File: src/hw/rtl/sts_pkg.sv
`default_nettype none

package sts_pkg;

    // Line counter width and saturation value
    localparam int unsigned LINE_BITS = 20;
    localparam logic [LINE_BITS-1:0] LINE_MAX = {LINE_BITS{1'b1}};
    localparam logic [LINE_BITS-1:0] LINE_FIRST = {{(LINE_BITS-1){1'b0}}, 1'b1};

    // Characters with a meaning to the splitter
    localparam logic [7:0] CH_HASH   = 8'h23;
    localparam logic [7:0] CH_DQUOTE = 8'h22;
    localparam logic [7:0] CH_SQUOTE = 8'h27;
    localparam logic [7:0] CH_BSLASH = 8'h5C;
    localparam logic [7:0] CH_SPACE  = 8'h20;
    localparam logic [7:0] CH_TAB    = 8'h09;
    localparam logic [7:0] CH_NL     = 8'h0A;

    // Result kinds
    localparam logic KIND_APPEND = 1'b0;
    localparam logic KIND_END    = 1'b1;

    typedef enum logic [1:0] {
        MODE_NORMAL  = 2'd0,
        MODE_SQUOTE  = 2'd1,
        MODE_DQUOTE  = 2'd2,
        MODE_COMMENT = 2'd3
    } mode_t;

    // One result from the scanner, valid when has_result is set
    typedef struct packed {
        logic                 has_result;
        logic                 kind;
        logic [7:0]           ch_res;
        logic [LINE_BITS-1:0] line;
    } sts_res_t;

endpackage

`default_nettype wire

File: src/hw/rtl/sts_scan.sv
`default_nettype none

// Scanner state and the per-byte decision. State advances when step is high.
module sts_scan
    import sts_pkg::*;
(
    input  wire logic       clk,
    input  wire logic       rst_n,
    input  wire logic       step,
    input  wire logic [7:0] ch,
    input  wire logic       end_of_source,
    output sts_res_t        res
);

    mode_t                mode_reg, mode_next;
    logic [7:0]           prev_reg, prev_next;
    logic [LINE_BITS-1:0] line_count_reg, line_count_next;
    logic                 open_reg, open_next;

    logic                 is_nl;
    logic                 is_ws;
    logic [LINE_BITS-1:0] line_inc;
    logic [7:0]           closer;

    // Shared decodes
    always_comb
    begin
        is_nl    = (ch == CH_NL);
        is_ws    = (ch inside {CH_SPACE, CH_TAB, CH_NL});
        line_inc = (is_nl && (line_count_reg != LINE_MAX)) ?
                   line_count_reg + LINE_FIRST : line_count_reg;
        closer   = (mode_reg == MODE_DQUOTE) ? CH_DQUOTE : CH_SQUOTE;
    end

    // Next state
    always_comb
    begin
        mode_next       = mode_reg;
        prev_next       = ch;
        line_count_next = line_inc;
        open_next       = open_reg;
        if (end_of_source)
        begin
            mode_next       = MODE_NORMAL;
            prev_next       = 8'h00;
            line_count_next = LINE_FIRST;
            open_next       = 1'b0;
        end
        else
        begin
            case (mode_reg)
                MODE_SQUOTE, MODE_DQUOTE:
                begin
                    if (ch == closer && prev_reg != CH_BSLASH)
                        mode_next = MODE_NORMAL;
                    open_next = 1'b1;
                end
                MODE_COMMENT:
                begin
                    if (is_nl)
                        mode_next = MODE_NORMAL;
                end
                default:
                begin
                    if (ch == CH_HASH)
                    begin
                        mode_next = MODE_COMMENT;
                        prev_next = prev_reg;
                        open_next = 1'b0;
                    end
                    else if (ch == CH_DQUOTE)
                    begin
                        mode_next = MODE_DQUOTE;
                        open_next = 1'b1;
                    end
                    else if (ch == CH_SQUOTE)
                    begin
                        mode_next = MODE_SQUOTE;
                        open_next = 1'b1;
                    end
                    else if (is_ws)
                        open_next = 1'b0;
                    else
                        open_next = 1'b1;
                end
            endcase
        end
    end

    // Result for the current byte
    always_comb
    begin
        res            = '0;
        res.kind       = KIND_APPEND;
        if (end_of_source)
        begin
            res.has_result = open_reg;
            res.kind       = KIND_END;
            res.line       = line_count_reg;
        end
        else
        begin
            case (mode_reg)
                MODE_SQUOTE, MODE_DQUOTE:
                begin
                    res.has_result = 1'b1;
                    res.ch_res     = ch;
                end
                MODE_COMMENT:
                    res.has_result = 1'b0;
                default:
                begin
                    if (ch == CH_HASH || is_ws)
                    begin
                        res.has_result = open_reg;
                        res.kind       = KIND_END;
                        res.line       = line_inc;
                    end
                    else
                    begin
                        res.has_result = 1'b1;
                        res.ch_res     = ch;
                    end
                end
            endcase
        end
    end

    always_ff @(posedge clk or negedge rst_n)
    begin
        if (!rst_n)
        begin
            mode_reg       <= MODE_NORMAL;
            prev_reg       <= 8'h00;
            line_count_reg <= LINE_FIRST;
            open_reg       <= 1'b0;
        end
        else if (step)
        begin
            mode_reg       <= mode_next;
            prev_reg       <= prev_next;
            line_count_reg <= line_count_next;
            open_reg       <= open_next;
        end
    end

endmodule

`default_nettype wire

File: src/hw/rtl/source_token_splitter.sv
`default_nettype none

// Source token splitter.
// Input channel (in_valid/in_ready) carries one source byte ch per
// transaction, or an end_of_source marker that flushes the open token and
// returns the scanner to its start state (line 1, normal mode).
// Output channel (out_valid/out_ready) carries at most one result per input
// transaction: kind 0 appends ch_res to the current token, kind 1 ends the
// token and reports its line number on line.
// Throughput is one byte per cycle while the receiver keeps up: the byte is
// captured in an input register, decided against the scanner state once the
// output register has room, and the result lands in an output register.
// Bytes that give no result (whitespace between tokens, comment text) still
// pass through the stage at one per cycle unless the receiver stalls.
// When the receiver stalls, the output register holds its result and the
// stage holds the next byte; in_ready drops only while both are full.
// Reset (rst_n, asynchronous) empties both registers and puts the scanner
// in normal mode on line 1 with no open token.
module source_token_splitter
    import sts_pkg::*;
(
    input  wire logic                 clk,
    input  wire logic                 rst_n,
    input  wire logic                 in_valid,
    output      logic                 in_ready,
    input  wire logic [7:0]           ch,
    input  wire logic                 end_of_source,
    output      logic                 out_valid,
    input  wire logic                 out_ready,
    output      logic                 kind,
    output      logic [7:0]           ch_res,
    output      logic [LINE_BITS-1:0] line
);

    logic                 s1_valid_reg, s1_valid_next;
    logic [7:0]           ch_reg;
    logic                 eos_reg;
    logic                 out_valid_reg, out_valid_next;
    logic                 kind_reg;
    logic [7:0]           ch_res_reg;
    logic [LINE_BITS-1:0] line_reg;

    logic                 s1_advance;
    logic                 in_take;
    sts_res_t             res;

    // Stage advances once the output register has room
    always_comb
    begin
        s1_advance     = s1_valid_reg && (!out_valid_reg || out_ready);
        in_ready       = !s1_valid_reg || s1_advance;
        in_take        = in_valid && in_ready;
        s1_valid_next  = in_take ? 1'b1 : (s1_advance ? 1'b0 : s1_valid_reg);
        out_valid_next = (s1_advance && res.has_result) ? 1'b1 :
                         (out_ready ? 1'b0 : out_valid_reg);
    end

    sts_scan u_scan (
        .clk           (clk),
        .rst_n         (rst_n),
        .step          (s1_advance),
        .ch            (ch_reg),
        .end_of_source (eos_reg),
        .res           (res)
    );

    // Control registers
    always_ff @(posedge clk or negedge rst_n)
    begin
        if (!rst_n)
        begin
            s1_valid_reg  <= 1'b0;
            out_valid_reg <= 1'b0;
        end
        else
        begin
            s1_valid_reg  <= s1_valid_next;
            out_valid_reg <= out_valid_next;
        end
    end

    // Input payload
    always_ff @(posedge clk)
    begin
        if (in_take)
        begin
            ch_reg  <= ch;
            eos_reg <= end_of_source;
        end
    end

    // Output payload
    always_ff @(posedge clk)
    begin
        if (s1_advance && res.has_result)
        begin
            kind_reg   <= res.kind;
            ch_res_reg <= res.ch_res;
            line_reg   <= res.line;
        end
    end

    assign out_valid = out_valid_reg;
    assign kind      = kind_reg;
    assign ch_res    = ch_res_reg;
    assign line      = line_reg;

`ifndef SYNTHESIS
    // Input side stalls only while the stage is full and blocked
    a_ready_stall: assert property (@(posedge clk) disable iff (!rst_n)
        !in_ready |-> (s1_valid_reg && out_valid_reg && !out_ready))
        else $error("in_ready low without a blocked stage");

    // A token end always reports a nonzero line
    a_end_line: assert property (@(posedge clk) disable iff (!rst_n)
        (out_valid && kind == KIND_END) |-> (line != '0 && ch_res == 8'h00))
        else $error("token end with bad payload");

    // Appends carry no line number
    a_append_line: assert property (@(posedge clk) disable iff (!rst_n)
        (out_valid && kind == KIND_APPEND) |-> (line == '0))
        else $error("append with nonzero line");

    // A result loaded while the receiver stalls must not be lost
    a_no_overwrite: assert property (@(posedge clk) disable iff (!rst_n)
        (out_valid_reg && !out_ready) |-> !s1_advance)
        else $error("output register overwritten while stalled");
`endif

endmodule

`default_nettype wire

File: config.mk
export PLATFORM = sky130hd
export DESIGN_NAME = source_token_splitter
export DESIGN_NICKNAME = d
export VERILOG_FILES = /design/src/hw/rtl/sts_pkg.sv /design/src/hw/rtl/sts_scan.sv /design/src/hw/rtl/source_token_splitter.sv
export SDC_FILE = /design/constraint.sdc
export NUM_CORES = 1
export LEC_CHECK = 0
export BUFFER_PORTS_ARGS = -buffer_cell sky130_fd_sc_hd__buf_2
export CAP_MARGIN = 20
export CORE_ASPECT_RATIO = 1.75
export CORE_UTILIZATION = 50
export DETAILED_ROUTE_END_ITERATION = 10
export GPL_ROUTABILITY_DRIVEN = 0
export HOLD_SLACK_MARGIN = 0.06
export PLACE_DENSITY = 0.7
export SKIP_CTS_REPAIR_TIMING = 1
export SLEW_MARGIN = 20
export SYNTH_ARGS = -nofsm -noshare
export SYNTH_HDL_FRONTEND = slang
export SYNTH_SLANG_ARGS = --single-unit
export TNS_END_PERCENT = 20
File: constraint.sdc
create_clock -name clk -period 7.84 [get_ports clk]
set_clock_uncertainty 0.15 [all_clocks]
set_input_delay 0.784 -clock clk [delete_from_list [all_inputs] [get_ports clk]]
set_output_delay 0.784 -clock clk [all_outputs]
set_load 0.01 [all_outputs]
# Yosys cells after proc, flatten, opt, wreduce, memory -nomap -nowiden
# Cells that the tools add are included.
dict set report word_totals {
  ff_bits 71
  inputBits 13
  output_inout_bits 31
  word_cells 80
}
dict set report op_classes {
  n_addsub 1
  eq_ne 16
  muxes 33
  reduce_logical 19
}
# cell n
set op_table {}
lappend op_table {{$mux W20} 5}
lappend op_table {{$eq A8 B6 Y1 const B} 4}
lappend op_table {{$mux W8} 4}
lappend op_table {{$add A20 B1 Y20 const B} 1}
lappend op_table {{$ne A20 B20 Y1 const B} 1}
lappend op_table {{$eq A8 B4 Y1 const B} 2}
lappend op_table {{$pmux W8 S2} 1}
lappend op_table {{$mux W2} 7}
lappend op_table {{$mux W1} 12}
lappend op_table {{$eq A8 B8 Y1} 1}
lappend op_table {{$ne A8 B7 Y1 const B} 1}
lappend op_table {{$ne A3 B2 Y1 const B} 2}
lappend op_table {{$reduce_bool A6 Y1} 1}
lappend op_table {{$logic_and A1 B1 Y1} 5}
lappend op_table {{$eq A2 B2 Y1 const B} 2}
lappend op_table {{$pmux W1 S2} 2}
lappend op_table {{$pmux W2 S2} 1}
lappend op_table {{$reduce_and A2 Y1} 2}
lappend op_table {{$reduce_and A4 Y1} 1}
lappend op_table {{$reduce_bool A2 Y1} 2}
lappend op_table {{$logic_or A1 B1 Y1} 3}
lappend op_table {{$mux W3} 1}
lappend op_table {{$ne A3 B3 Y1 const B} 1}
lappend op_table {{$reduce_bool A3 Y1} 1}
lappend op_table {{5 further kinds} 6}

# Longest topological paths before layout
# Gate-level depths: netlist of run 1.
dict set report logic_depth {
  ltp_word 8
  ltp_mapped 7
  ltp_nobuf 7
}

# Hierarchy
# A second synthesis of run 1 with hierarchy kept.
dict set report hier_totals {
  cells_unflattened 366
  hier_area_um2 3818.7
}
# module instances cells_per_inst area_each_um2 seq_area_each_um2
set modules_own_cells {}
lappend modules_own_cells {sts_scan 1 318 2566.2 777.0}
lappend modules_own_cells {source_token_splitter 1 48 1252.5 1191.1}

# Worst setup path after synthesis of run 1
# No wires, ideal clock.
dict set report synth_timing {
  path_kind {flip-flop to flip-flop}
  startpoint {reg ch_reg[0]}
  endpoint {reg ch_res_reg[0], in the netlist ch_res[0], enable pin}
  setup_ps 451
  t_arrival_ps 3382
  required_time_ps 7239
  slack_ps 3856
  stages_incl_launch_ff 7
  path_buffers 1
  period_less_slack_ps 3984
  cell_sequence {edfxtp_1 clkbuf_1 xnor2_1 mux2_2 a31oi_1 nor2_1 nor3_1}
}
dict set report synth_between {
  elab_chain_cells 7
  word_cells_on_any_way 10
  cone_classes {eq/ne (4); mux (3); reduce/logical (3)}
}
# item line
set synth_lines {}
lappend synth_lines {{from (decl)} source_token_splitter.sv:36} ;# logic [7:0] ch_reg;
lappend synth_lines {{from (signal assigned)} source_token_splitter.sv:87} ;# ch_reg <= ch;
lappend synth_lines {{$eq A8 B6 Y1 / $eq A8 B4 Y1 (equally long branches)} sts_scan.sv:29} ;# is_ws = (ch inside {CH_SPACE, CH_TAB, CH_NL});
lappend synth_lines {{$reduce_bool A3 Y1} sts_scan.sv:29}
lappend synth_lines {{$logic_or A1 B1 Y1 *} sts_scan.sv:113} ;# if (ch == CH_HASH || is_ws)
lappend synth_lines {{$mux W1 *} sts_scan.sv:113}
lappend synth_lines {{$pmux W1 S2 *} sts_scan.sv:103} ;# case (mode_reg)
lappend synth_lines {{$mux W2 *} sts_scan.sv:95} ;# if (end_of_source)
lappend synth_lines {{$logic_and A1 B1 Y1 *} source_token_splitter.sv:95} ;# if (s1_advance && res.has_result)
lappend synth_lines {{to (signal assigned)} source_token_splitter.sv:98} ;# ch_res_reg <= res.ch_res;
lappend synth_lines {{to (decl)} source_token_splitter.sv:40} ;# logic [7:0] ch_res_reg;
# Every way passes the cells marked *; elsewhere a longest branch is shown, timed or not.
# A chain may end at the register's enable or synchronous reset.

# Final worst setup path of run 1
dict set report layout_timing {
  startpoint {reg eos_reg}
  endpoint {reg u_scan.prev_reg[4]}
}
dict set report layout_between {
  elab_chain_cells 2
  word_cells_on_any_way 3
  cone_classes {eq/ne (1); mux (1); reduce/logical (1)}
}
# item line
set layout_lines {}
lappend layout_lines {{from (decl)} source_token_splitter.sv:37} ;# logic eos_reg;
lappend layout_lines {{from (signal assigned)} source_token_splitter.sv:88} ;# eos_reg <= end_of_source;
lappend layout_lines {{$ne A3 B3 Y1 (no line)} n/a}
lappend layout_lines {{$reduce_and A2 Y1 (no line)} n/a}
lappend layout_lines {{to (signal assigned)} sts_scan.sv:141} ;# prev_reg <= prev_next;
lappend layout_lines {{to (decl)} sts_scan.sv:16} ;# logic [7:0] prev_reg, prev_next;
# Several ways; a longest one is shown, not always the timed one.

==> flow_summary.json, run 1 <==
{
  "status": "finished, final reports clean",
  "ys_seq_elements": 71,
  "synth_edf_count": 38,
  "core_area_um2": 7180,
  "peakVddDrop_uv": 263,
  "ctsRootBufferMaster": "clkbuf_16",
  "yosysSeqAreaShare_pct": 53.4,
  "yosysUniqueCellTypes": 59,
  "overflow": 0,
  "hold_violations": 0,
  "p_leak_nw": 1.67,
  "syn_nets": 366,
  "synth_area_leaders": "edfxtp_1, dfrtp_1, o21ai_0",
  "setup_tns_ns": 0,
  "postSynthAreaPerCell_um2": 10.6,
  "multi_input_area_um2": 1590,
  "drt_first_pass_iters": 4,
  "dpl_worst_slack_ns": 4.87,
  "die_x_um": 66.9,
  "cp_slowest_cell": "nand3_1",
  "min_path_type": "register to register",
  "first_iter_violations": 257,
  "finalCritPeriodShare_pct": 38.7,
  "wl_per_cell_um": 18.1,
  "route.final.wire_length_um": 8610,
  "crit_arrival_ns": 3.16,
  "fin_crit_ns": 3.03,
  "fmax_mhz": 330,
  "antenna_found_initial": 0,
  "port_buffers": 43,
  "final_layout_size_suffix_gt1_share_pct": 19.9,
  "yosysTopAreaCell": "edfxtp_1",
  "fillers": 647,
  "cts_tree": "done",
  "rows": 41,
  "worst_pin_slew_ns": 0.888,
  "dieArea_um2": 7730,
  "r2r_slack_ns": 4.81,
  "clock_path_buffers": 2,
  "yosys.area.top_type_share_pct": 31.0,
  "num_antenna_cells": 0,
  "setup_slack_ns": 4.81,
  "power_density_nw_per_um2": 265,
  "setup_violations": 0,
  "io_pins": 44,
  "grt_max_degree": 34,
  "cpPeakStageDelay_ns": 0.73,
  "slew_headroom_pct": 40.8,
  "htreeDepth": 3,
  "rsz0062_at_grt": "no",
  "grt_pass1_wl_um": 13900,
  "detail-route-antenna-nets": 0,
  "worstPathMaxFanout": 27,
  "netlist_instances": 349,
  "maxSlewViolCount": 0,
  "required_ns": 7.96,
  "synthArstFlopShare_pct": 46.5,
  "synthFlopType": "edfxtp_1",
  "seq_area_um2": 1970,
  "crit_path_cell_trace": "buf_4, inv_1, nand3_1, a31oi_1, a22o_1",
  "area_growth_pct": 15.8,
  "max-cap-violations": 0,
  "die_y_um": 116,
  "total_power_mw": 1.13,
  "vias_per_cell": 6.23,
  "clk_latency_ns": 0.34,
  "start_util_pct": 51.3,
  "grtUsageTotal_pct": 24.8,
  "nets": 403,
  "dp_hpwl_um": 5850,
  "cts_sinks": 71,
  "endpoint_kind": "register",
  "syn_area_um2": 3680,
  "drc": 0,
  "start_kind": "register",
  "cts_buffers": 9,
  "clk_pin_slew_ns": 0.05,
  "synth_warnings": 0,
  "critical_path_class": "register to register",
  "num_vias": 2973,
  "grt_pass1_vias": 2930
}
[stage by stage]
step           area (µm²)  instances  utilization, %  hold WS, ns
4_1_cts              4270        477            59.4        0.348
3_5_place_dp         3960        461            55.1        0.336
3_3_place_gp         3960        461            55.1        0.319
6_report             4270        477            59.4        0.341
5_1_grt              4270        477            59.4        0.374
2_1_floorplan        3680        349               -        0.292
[area by class of cell]
type                       count  area share [%]
tap                           86            2.52
clock inverter                 3           0.939
multi-input combinational    244            37.3
inverter                      15            1.32
sequential                    71            46.1
clock buffer                  13            6.34
timing repair buffer          45            5.40
[metal layers]
layer	share of wire, %	track usage (%)
met1	37	25.9
met2	56	43.9
met3	4.5	6.00
met4	2.9	14.3
met5	0	0
[kinds of logic after synthesis]
group,count (synthesis),share of synthesized area (%)
DFF,71,53.4
adders and majority gates,4,1.36
buffers and inverters,34,3.50
xor gates and xnor gates,1,0.238
AOI/OAI and AO/OA,115,21.2
muxes,4,1.12
and+or+nand+nor,120,19.2
[synth_stat cells (4+ instances only)]
master     n
nor3_1     8
nor2b_1    5
nor4_1     7
and2_1     9
or3_1     16
a21o_1     7
o21ai_0   29
edfxtp_1  38
a21oi_1   28
nand2b_1   4
ha_1       4
nand4_1    7
a31oi_1   11
dfrtp_1   32
nand2_1   16
a22o_1     7
inv_1     15
clkbuf_1  18
nand3_1   11
and3_1     4
or2_2      4
nor2_1    15
[critical path, delay by kind of cell (launching register included)]
family	cells	cell delay [ns]
buffers and inverters	2	0.83
and+or+nand+nor	1	0.73
AOI/OAI and AO/OA	2	0.90
DFF	1	0.35
[power by group]
| part | switching, mW | internal [mW] | total (mW) | leakage (nW) |
|---|---|---|---|---|
| logic | 0.132 | 0.0767 | 0.208 | 0.703 |
| registers | 0.0328 | 0.470 | 0.503 | 0.811 |
| clock network | 0.146 | 0.271 | 0.417 | 0.156 |
| total | 0.311 | 0.818 | 1.13 | 1.67 |
[cell usage in the layout, fill, tap and decap left out, types with 4 or more instances in the layout]
| cell type | Yosys | final |
|---|---|---|
| buf_2 | 1 | 43 |
| edfxtp_1 | 38 | 38 |
| dfrtp_1 | 32 | 32 |
| o21ai_0 | 29 | 29 |
| a21oi_1 | 28 | 28 |
| nand2_1 | 16 | 16 |
| or3_1 | 16 | 16 |
| inv_1 | 15 | 15 |
| nor2_1 | 15 | 15 |
| nand3_1 | 11 | 11 |
| a31oi_1 | 11 | 11 |
| and2_1 | 9 | 9 |
| clkbuf_16 | 0 | 9 |
| nand4_1 | 7 | 7 |
| nor4_1 | 7 | 7 |
| a21o_1 | 7 | 7 |
| nor3_1 | 8 | 7 |
| a22o_1 | 7 | 7 |
| nor2b_1 | 5 | 5 |
| and3_1 | 4 | 4 |
| or2_2 | 4 | 4 |
| nand2b_1 | 4 | 4 |
| ha_1 | 4 | 4 |
[final timing paths]
path | depth (start not counted) | from | endpoint
setup / recovery | 5 | eos_reg | u_scan.prev_reg[4]
hold / removal | 2 | u_scan.prev_reg[7] | u_scan.prev_reg[7]
setup reg to reg | 5 | eos_reg | u_scan.prev_reg[4]
hold reg to reg | 2 | u_scan.prev_reg[7] | u_scan.prev_reg[7]
max in group asynchronous | 1 | rst_n | u_scan.prev_reg[4]
min in group asynchronous | 1 | rst_n | u_scan.line_count_reg[9]
(Power assumes the default switching activity.)
==> inputs of run 2 (changes only) <==
Settings changed: PLACE_DENSITY 0.7 to 0.73.
Clock period 7.84 ns to 2.6 ns, I/O delays scaled along.
==> run 2 against run 1 <==
Sequential share of layout area fell by 3.8 points. Hold slack got worse by 0.26 ns. Utilization is 5.3 points higher. Clock power grew to 2.6 times the previous value. Final area up 9.0%. Clock-buffer cell count increased by 2. Critical endpoint is now line[5]. Highest routed layer unchanged.
==> flow_summary.json, run 2 (synthesis gave the netlist of run 1 again) <==
{
  "status": "finished, final reports clean",
  "worstPathMaxFanout": 8,
  "place_area_um2": 4240,
  "slew_headroom_pct": 45.5,
  "p_leak_nw": 1.86,
  "dieArea_um2": 7730,
  "grt_max_degree": 34,
  "fillers": 580,
  "power_density_nw_per_um2": 722,
  "grt_pass1_vias": 2982,
  "grt_pass1_wl_um": 14400,
  "clk_pin_slew_ns": 0.05,
  "total_power_mw": 3.36,
  "overflow": 0,
  "route.final.wire_length_um": 9260,
  "start_kind": "register",
  "grt_use_met3_pct": 6.50,
  "use_met2_pct": 45.3,
  "cp_slowest_cell": "or4_4",
  "port_buffers": 43,
  "nets": 445,
  "swShare_pct": 28.9,
  "top_usage_layer": "met2",
  "fmax_mhz": 392,
  "crit_path_cell_trace": "or4_4, or2_2, a2111o_1, or3_1, o21ai_0",
  "critical_path_class": "register to register",
  "dpl_worst_slack_ns": -0.0123,
  "p_seq_share_pct": 44.9,
  "clk_latency_ns": 0.34,
  "p_clk_share_pct": 32.9,
  "die_y_um": 116,
  "wl_per_cell_um": 17.8,
  "min_path_type": "primary input to register",
  "drc": 0,
  "die_x_um": 66.9,
  "area_growth_pct": 26.2,
  "setup_violations": 0,
  "ctsRootBufferMaster": "clkbuf_16",
  "setup_slack_ns": 0.0485,
  "combPwrFrac_pct": 22.2,
  "worst_pin_slew_ns": 0.817,
  "first_iter_violations": 277,
  "finalCritPeriodShare_pct": 98.1,
  "grt_use_met1_pct": 26.6,
  "final_layout_size_suffix_gt1_share_pct": 25.6,
  "rows": 41,
  "rsz0062_at_grt": "yes",
  "setup_tns_ns": 0,
  "num_vias": 3222,
  "detail-route-antenna-nets": 0,
  "mostFrequentLayoutCells": "buf_2, edfxtp_1, dfrtp_1, buf_4, o21ai_0",
  "endpoint_kind": "register",
  "required_ns": 2.62,
  "p_int_mw": 2.39,
  "crit_arrival_ns": 2.58,
  "drt_first_pass_iters": 8,
  "peakVddDrop_uv": 507,
  "core_area_um2": 7180,
  "cpPeakStageDelay_ns": 0.60,
  "cts_buffers": 9,
  "p_sw_mw": 0.970,
  "htreeDepth": 3,
  "vias_per_cell": 6.21,
  "stdcell_area_um2": 4650,
  "path_buf_inv": 0,
  "hold_violations": 0,
  "num_antenna_cells": 0,
  "grtUsageTotal_pct": 25.6,
  "cts_sinks": 71,
  "layout_commonest_cell": "buf_2",
  "io_pins": 44,
  "max-cap-violations": 0,
  "critPathTopFamily": "simple AND/OR/NAND/NOR gates",
  "cts_tree": "done",
  "start_util_pct": 51.3,
  "dp_hpwl_um": 6260,
  "clock_path_buffers": 2,
  "fin_crit_ns": 2.55,
  "antenna_found_initial": 0,
  "maxSlewViolCount": 0
}
[run 2: cell count changes in the layout (fill, tap and decap cells not counted), moves of 2 or more]
cell	before	now
buf_12	0	2
buf_4	2	31
clkbuf_1	1	5
clkbuf_8	3	1
dlygate4sd3_1	0	11
[run 2: final timing paths]
check                                           end  cells past startpoint               start  slack (ns)
setup reg to reg                            line[5]                      5           ch_reg[4]        0.05
max in group asynchronous        u_scan.prev_reg[3]                      2               rst_n        1.36
hold reg to reg                  u_scan.prev_reg[2]                      1  u_scan.prev_reg[2]        0.35
hold / removal                         s1_valid_reg                      3           out_ready        0.09
min in group asynchronous  u_scan.line_count_reg[6]                      2               rst_n        0.40
setup / recovery                            line[5]                      5           ch_reg[4]        0.05
[run 2: stage by stage]
stage | hold WS [ns] | utilization, % | instances
after global routing | 0.105 | 64.7 | 519
final | 0.0862 | 64.7 | 519
after CTS | -0.108 | 62.7 | 507
after floorplan | -0.186 | - | 349
after detailed placement | 0.248 | 59.0 | 491
after global placement | 0.246 | 59.0 | 491
[run 2: worst register-to-register path: stages (launching register included)]
cell and delay, ns:
edfxtp_1 0.38, or4_4 0.60, or2_2 0.43, a2111o_1 0.43, or3_1 0.32, o21ai_0 0.08
[run 2: area by class of cell]
cell class	instances	area (µm²)	area share, %
flip-flops and latches	71	1970	42.3
multi-input cells	244	1660	35.6
repair buffers	87	598	12.9
clock buffers	15	258	5.54
well taps	86	108	2.31
inverters	15	56.3	1.21
clock inverters	1	5.00	0.108
[run 2: power groups by stage]
stage          Sequential (mW)  Clock, mW  Combinational (mW)
2_1_floorplan             1.58          0               0.370
3_3_place_gp              1.52          0               0.714
3_5_place_dp              1.52          0               0.731
4_1_cts                   1.50       1.12               0.733
5_1_grt                   1.53       1.15               0.814
6_report                  1.51       1.10               0.746
[run 2: routing by layer]
metal,up-vias,share of wire (%)
li1,1497,-
met1,1557,36
met4,0,3.8
met5,-,0
met3,31,5.1
met2,137,55
